===== src/hdl/torus_grid_vertex_generator_defines.svh =====
// Assertion helpers for the vertex generator RTL.
`ifndef TORUS_GRID_VERTEX_GENERATOR_DEFINES_SVH
`define TORUS_GRID_VERTEX_GENERATOR_DEFINES_SVH

// Checked only while out of reset.
`define TGV_ASSERT(lbl, prop, msg) \
  lbl: assert property (@(posedge clk_i) disable iff (!rst_ni) prop) else $error(msg);

// Checked at every edge, reset included.
`define TGV_ASSERT_ALWAYS(lbl, prop, msg) \
  lbl: assert property (@(posedge clk_i) prop) else $error(msg);

`endif


===== src/hdl/tgv_pkg.sv =====
package tgv_pkg;

  localparam int unsigned MAX_SEGMENTS = 256;
  localparam int unsigned ANGLE_BITS   = 16;

  localparam int unsigned CNT_W  = 9;
  localparam int unsigned RAD_W  = 16;
  localparam int unsigned IDX_W  = 17;
  localparam int unsigned POS_W  = 18;
  localparam int unsigned NRM_W  = 16;
  localparam int unsigned TEX_W  = 17;
  localparam int unsigned REM_W  = CNT_W + ANGLE_BITS;
  localparam int unsigned QUO_W  = ANGLE_BITS + 1;

  localparam int unsigned CFG_IDX_W  = 4;
  localparam int unsigned CFG_DATA_W = 16;

  localparam logic [RAD_W-1:0] MAJOR_RADIUS_RST = RAD_W'(256);
  localparam logic [RAD_W-1:0] MINOR_RADIUS_RST = RAD_W'(64);
  localparam logic [CNT_W-1:0] MAJOR_COUNT_RST  = CNT_W'(32);
  localparam logic [CNT_W-1:0] MINOR_COUNT_RST  = CNT_W'(16);

  // pipeline layout
  localparam int unsigned DIV_CELLS   = QUO_W;
  localparam int unsigned ST_TRIG     = DIV_CELLS + 1;
  localparam int unsigned TRIG_STAGES = 11;
  localparam int unsigned ST_VTX      = ST_TRIG + TRIG_STAGES;
  localparam int unsigned VTX_STAGES  = 3;
  localparam int unsigned N_STAGES    = ST_VTX + VTX_STAGES;

  // pi/2 in Q32
  localparam logic [32:0] PI_HALF_Q32 = 33'd6746518852;
  localparam logic [30:0] Q30_ONE     = 31'h4000_0000;

  // floor(v/d) for v < 2^31 as (v*MAG) >> SH, MAG = ceil(2^SH/d)
  // row 0: sine series divisors 72 42 20 6, row 1: cosine 90 56 30 12
  localparam logic [31:0] DIV_MAG [2][4] = '{
    '{32'(((64'd1 << 38) + 64'd71) / 64'd72), 32'(((64'd1 << 37) + 64'd41) / 64'd42),
      32'(((64'd1 << 36) + 64'd19) / 64'd20), 32'(((64'd1 << 34) + 64'd5) / 64'd6)},
    '{32'(((64'd1 << 38) + 64'd89) / 64'd90), 32'(((64'd1 << 37) + 64'd55) / 64'd56),
      32'(((64'd1 << 36) + 64'd29) / 64'd30), 32'(((64'd1 << 35) + 64'd11) / 64'd12)}
  };
  localparam int unsigned DIV_SH [2][4] = '{'{38, 37, 36, 34}, '{38, 37, 36, 35}};

  typedef enum logic [CFG_IDX_W-1:0] {
    CFG_MAJOR_RADIUS,
    CFG_MINOR_RADIUS,
    CFG_MAJOR_COUNT,
    CFG_MINOR_COUNT
  } cfg_reg_e;

  typedef struct packed {
    logic [REM_W-1:0] rem;
    logic [QUO_W-1:0] quo;
  } div_lane_t;

  typedef struct packed {
    logic signed [POS_W-1:0] pos_x;
    logic signed [POS_W-1:0] pos_y;
    logic signed [POS_W-1:0] pos_z;
    logic signed [NRM_W-1:0] norm_x;
    logic signed [NRM_W-1:0] norm_y;
    logic signed [NRM_W-1:0] norm_z;
  } vtx_t;

  typedef struct packed {
    logic             ok;
    logic             qs;
    logic [IDX_W-1:0] vi;
    logic [IDX_W-1:0] rbi;
    logic [TEX_W-1:0] tu;
    logic [TEX_W-1:0] tv;
  } side_t;

  // Q30 multiply, rounded
  function automatic logic [30:0] mulq30(input logic [30:0] a, input logic [30:0] b);
    logic [61:0] p;
    p = 62'(a) * 62'(b) + 62'(1) * 62'(Q30_ONE >> 1);
    return 31'(p >> 30);
  endfunction

endpackage


===== src/hdl/tgv_div_cell.sv =====
// One quotient bit per cell for each of the two lanes (restoring divide).
module tgv_div_cell (
  input  logic                                  clk_i,
  input  logic                                  adv_i,
  input  logic [1:0][tgv_pkg::CNT_W-1:0]        dvs_i,
  input  tgv_pkg::div_lane_t [1:0]              lane_i,
  output tgv_pkg::div_lane_t [1:0]              lane_o
);
  import tgv_pkg::*;

  div_lane_t [1:0] lane_d, lane_q;

  always_comb begin
    for (int l = 0; l < 2; l++) begin
      logic [REM_W:0]   trial;
      logic [REM_W-1:0] nrem;
      trial = {1'b0, lane_i[l].rem} - {1'b0, dvs_i[l], {ANGLE_BITS{1'b0}}};
      nrem  = trial[REM_W] ? lane_i[l].rem : trial[REM_W-1:0];
      lane_d[l].rem = {nrem[REM_W-2:0], 1'b0};
      lane_d[l].quo = {lane_i[l].quo[QUO_W-2:0], ~trial[REM_W]};
    end
  end

  always_ff @(posedge clk_i) begin
    if (adv_i) begin
      lane_q <= lane_d;
    end
  end

  assign lane_o = lane_q;

endmodule


===== config.mk =====
export PLATFORM = sky130hd
export DESIGN_NAME = tgv_div_cell
export DESIGN_NICKNAME = d
export VERILOG_FILES = /design/src/hdl/torus_grid_vertex_generator_defines.svh /design/src/hdl/tgv_pkg.sv /design/src/hdl/tgv_div_cell.sv
export SDC_FILE = /design/constraint.sdc
export NUM_CORES = 1
export LEC_CHECK = 0
export ABC_AREA = 1
export CAP_MARGIN = 20
export CORE_MARGIN = 4
export CORE_UTILIZATION = 32
export DETAILED_ROUTE_END_ITERATION = 10
export DONT_BUFFER_PORTS = 1
export GPL_ROUTABILITY_DRIVEN = 0
export MAX_ROUTING_LAYER = met4
export PLACE_DENSITY_LB_ADDON = 0.25
export SYNTH_ARGS = -nofsm -noshare
export SYNTH_HDL_FRONTEND = slang
export SYNTH_SLANG_ARGS = --single-unit

===== constraint.sdc =====
create_clock -name clk_i -period 2.2 [get_ports clk_i]
set_input_delay 0.33 -clock clk_i [delete_from_list [all_inputs] [get_ports clk_i]]
set_output_delay 0.33 -clock clk_i [all_outputs]
set_load 0.01 [all_outputs]

==> results.json <==
{
  "ff_latch_area_sq_um": 2460,
  "final_util_pct": 37.0,
  "cts_tree": "built",
  "yosys_warnings": 0,
  "cp-end-kind": "flip-flop",
  "drt_wl_total_mm": 8.25,
  "synthFlopType": "edfxtp_1",
  "htree_levels": 3,
  "track_usage_pct": 11.8,
  "hold_slack_ns": 0.0899,
  "synth-edff-count": 82,
  "clockPowerShare_pct": 39.5,
  "synth_top_cell_by_area": "edfxtp_1",
  "initial_utilization_pct": 33.0,
  "clk_pin_slew_ns": 0.07,
  "cts_buffers": 9,
  "crit_arrival_ns": 1.57,
  "io_buffers": 0,
  "cts_root_buffer": "clkbuf_16",
  "crit_type": "in -> reg",
  "final.setup.worst_slack_ns": 0.712,
  "max_freq_ghz": 0.672,
  "ys_seq_elements": 82,
  "ir_worst_vdd_v": 0.000408,
  "drv_slew": 0,
  "num_vias": 2125,
  "p_sw_share_pct": 23.7,
  "hold_viol": 0,
  "setup_tns_ns": 0,
  "final-setup-viol-count": 0,
  "ys_types": 25,
  "die_h_um": 117,
  "critPathLaunchType": "input port",
  "min_path_type": "in -> reg",
  "ant_nets": 0,
  "cts_resized": 0,
  "grt_pass1_wl_mm": 11.4,
  "postCtsSetupBuffers": 0,
  "maxCapViolations": 0,
  "synthTopCellsByArea": "edfxtp_1, nand2_1, ha_1",
  "combPwrFrac_pct": 9.2,
  "grt_setup_unrepaired": "false",
  "place_worst_setup_slack_ns": 0.364,
  "cts_sinks": 82,
  "largest_reg_flops": 82,
  "pin_count": 188,
  "cts_hold_buffers": 0,
  "seq_area_frac_synth_pct": 64.7,
  "power.internal_mw": 3.04,
  "dp_hpwl_mm": 6.57,
  "grt_max_degree": 83,
  "switching_power_mw": 0.942,
  "async_flop_share_pct": 0,
  "fill_cells": 1110,
  "finalNetCount": 431,
  "wl_per_cell_um": 18.1,
  "grt_overflow": 0,
  "min_period_ns": 1.49,
  "ys_top_cells_by_count": "edfxtp_1, nand2_1, inv_1",
  "die_area_sq_um": 13700,
  "yosys.cell_count.top_type": "edfxtp_1",
  "syn_avg_cell_area_sq_um": 12.7,
  "leakage_nw": 1.76,
  "critPathMaxFanout": 13,
  "antenna_found_initial": 1,
  "detail_route.vias_per_cell": 4.66,
  "multi_input_area_sq_um": 1100,
  "dr.pass1.iters": 4,
  "crit_required_ns": 2.28,
  "fin_crit_sh_pct": 67.6,
  "fp-row-count": 39,
  "cts_max_path_buffers": 2,
  "drcViolationCount": 0,
  "p_per_area_nw_per_um2": 935,
  "power_mw": 3.98,
  "first_iter_violations": 162,
  "synth_area_sq_um": 3800,
  "drive_above_1_share_pct": 16.7,
  "grt_pass1_vias": 2033,
  "outcome": "complete, no violations",
  "dieWidth_um": 117,
  "syn_to_final_growth_pct": 11.9,
  "synth_top_area_share_pct": 64.7,
  "synthCells": 299,
  "pwr-share-seq_pct": 51.3,
  "coreArea_sq_um": 11500
}
## cell families (layout without fill, tap and decap cells)
logic type                 after synthesis  after routing  synth area share, %
other                                    1              3               0.0986
buffers and inverters                   57             69                 6.54
DFF                                     82             82                 64.7
xor gates and xnor gates                 6              6                 1.38
adders and majority gates               20             20                 6.97
and+or+nand+nor                        115            115                 16.8
AOI/OAI and AO/OA                       18             18                 3.45
## layout by cell type, fill, tap and decap left out, types with 6 or more instances in the layout
master     count
nand2_2        9
inv_1         49
edfxtp_1      82
ha_1          18
nand4_1        8
a21oi_1        7
clkbuf_16      9
nand3b_1       6
nand2_1       66
nand3_2        6
xnor2_1        6
## power by group through the flow
stage	clock network (mW)	registers, mW	logic (mW)
after CTS	1.63	2.05	0.370
final	1.57	2.04	0.366
after detailed placement	0	2.08	0.369
after global routing	1.71	2.06	0.419
after global placement	0	2.08	0.360
after floorplan	0	2.04	0.325
## area by class of cell
class                           count  area share [%]
Tap cell                          143            4.20
Clock buffer                       10            5.38
Multi-Input combinational cell    161            25.8
Clock inverter                      6            2.06
Sequential cell                    82            57.8
Inverter                           53            4.67
Antenna cell                        1          0.0588
## per-stage QoR
stage	area [sq um]	cells
after floorplan	3810	300
after global placement	3940	439
after detailed placement	3940	439
after CTS	4250	455
after global routing	4260	456
final	4260	456
## layer usage
layer  up-vias  global-route usage (%)  share of wire (%)
li1       1017                       -                  -
met1       977                    13.0                 42
met2       120                    19.8                 50
met3        11                    3.75                7.1
met4         0                    5.05                1.5
met5         -                       -                  0
## path summary, 6_finish.rpt
| kind | depth (start not counted) | end | from | slack [ns] |
|---|---|---|---|---|
| worst max-delay path | 10 | lane_o[36] | dvs_i[3] | 0.71 |
| worst min-delay path | 0 | lane_o[4] | lane_i[3] | 0.09 |
## critical path, stage by stage
cell	delay, ns
inv_1	0.02
ha_1	0.35
nand2_2	0.14
inv_1	0.07
nand2_1	0.06
nand2_1	0.05
nand2_2	0.13
nand3_4	0.22
nand2_1	0.15
o21ai_2	0.06
(Power assumes the default switching activity.)
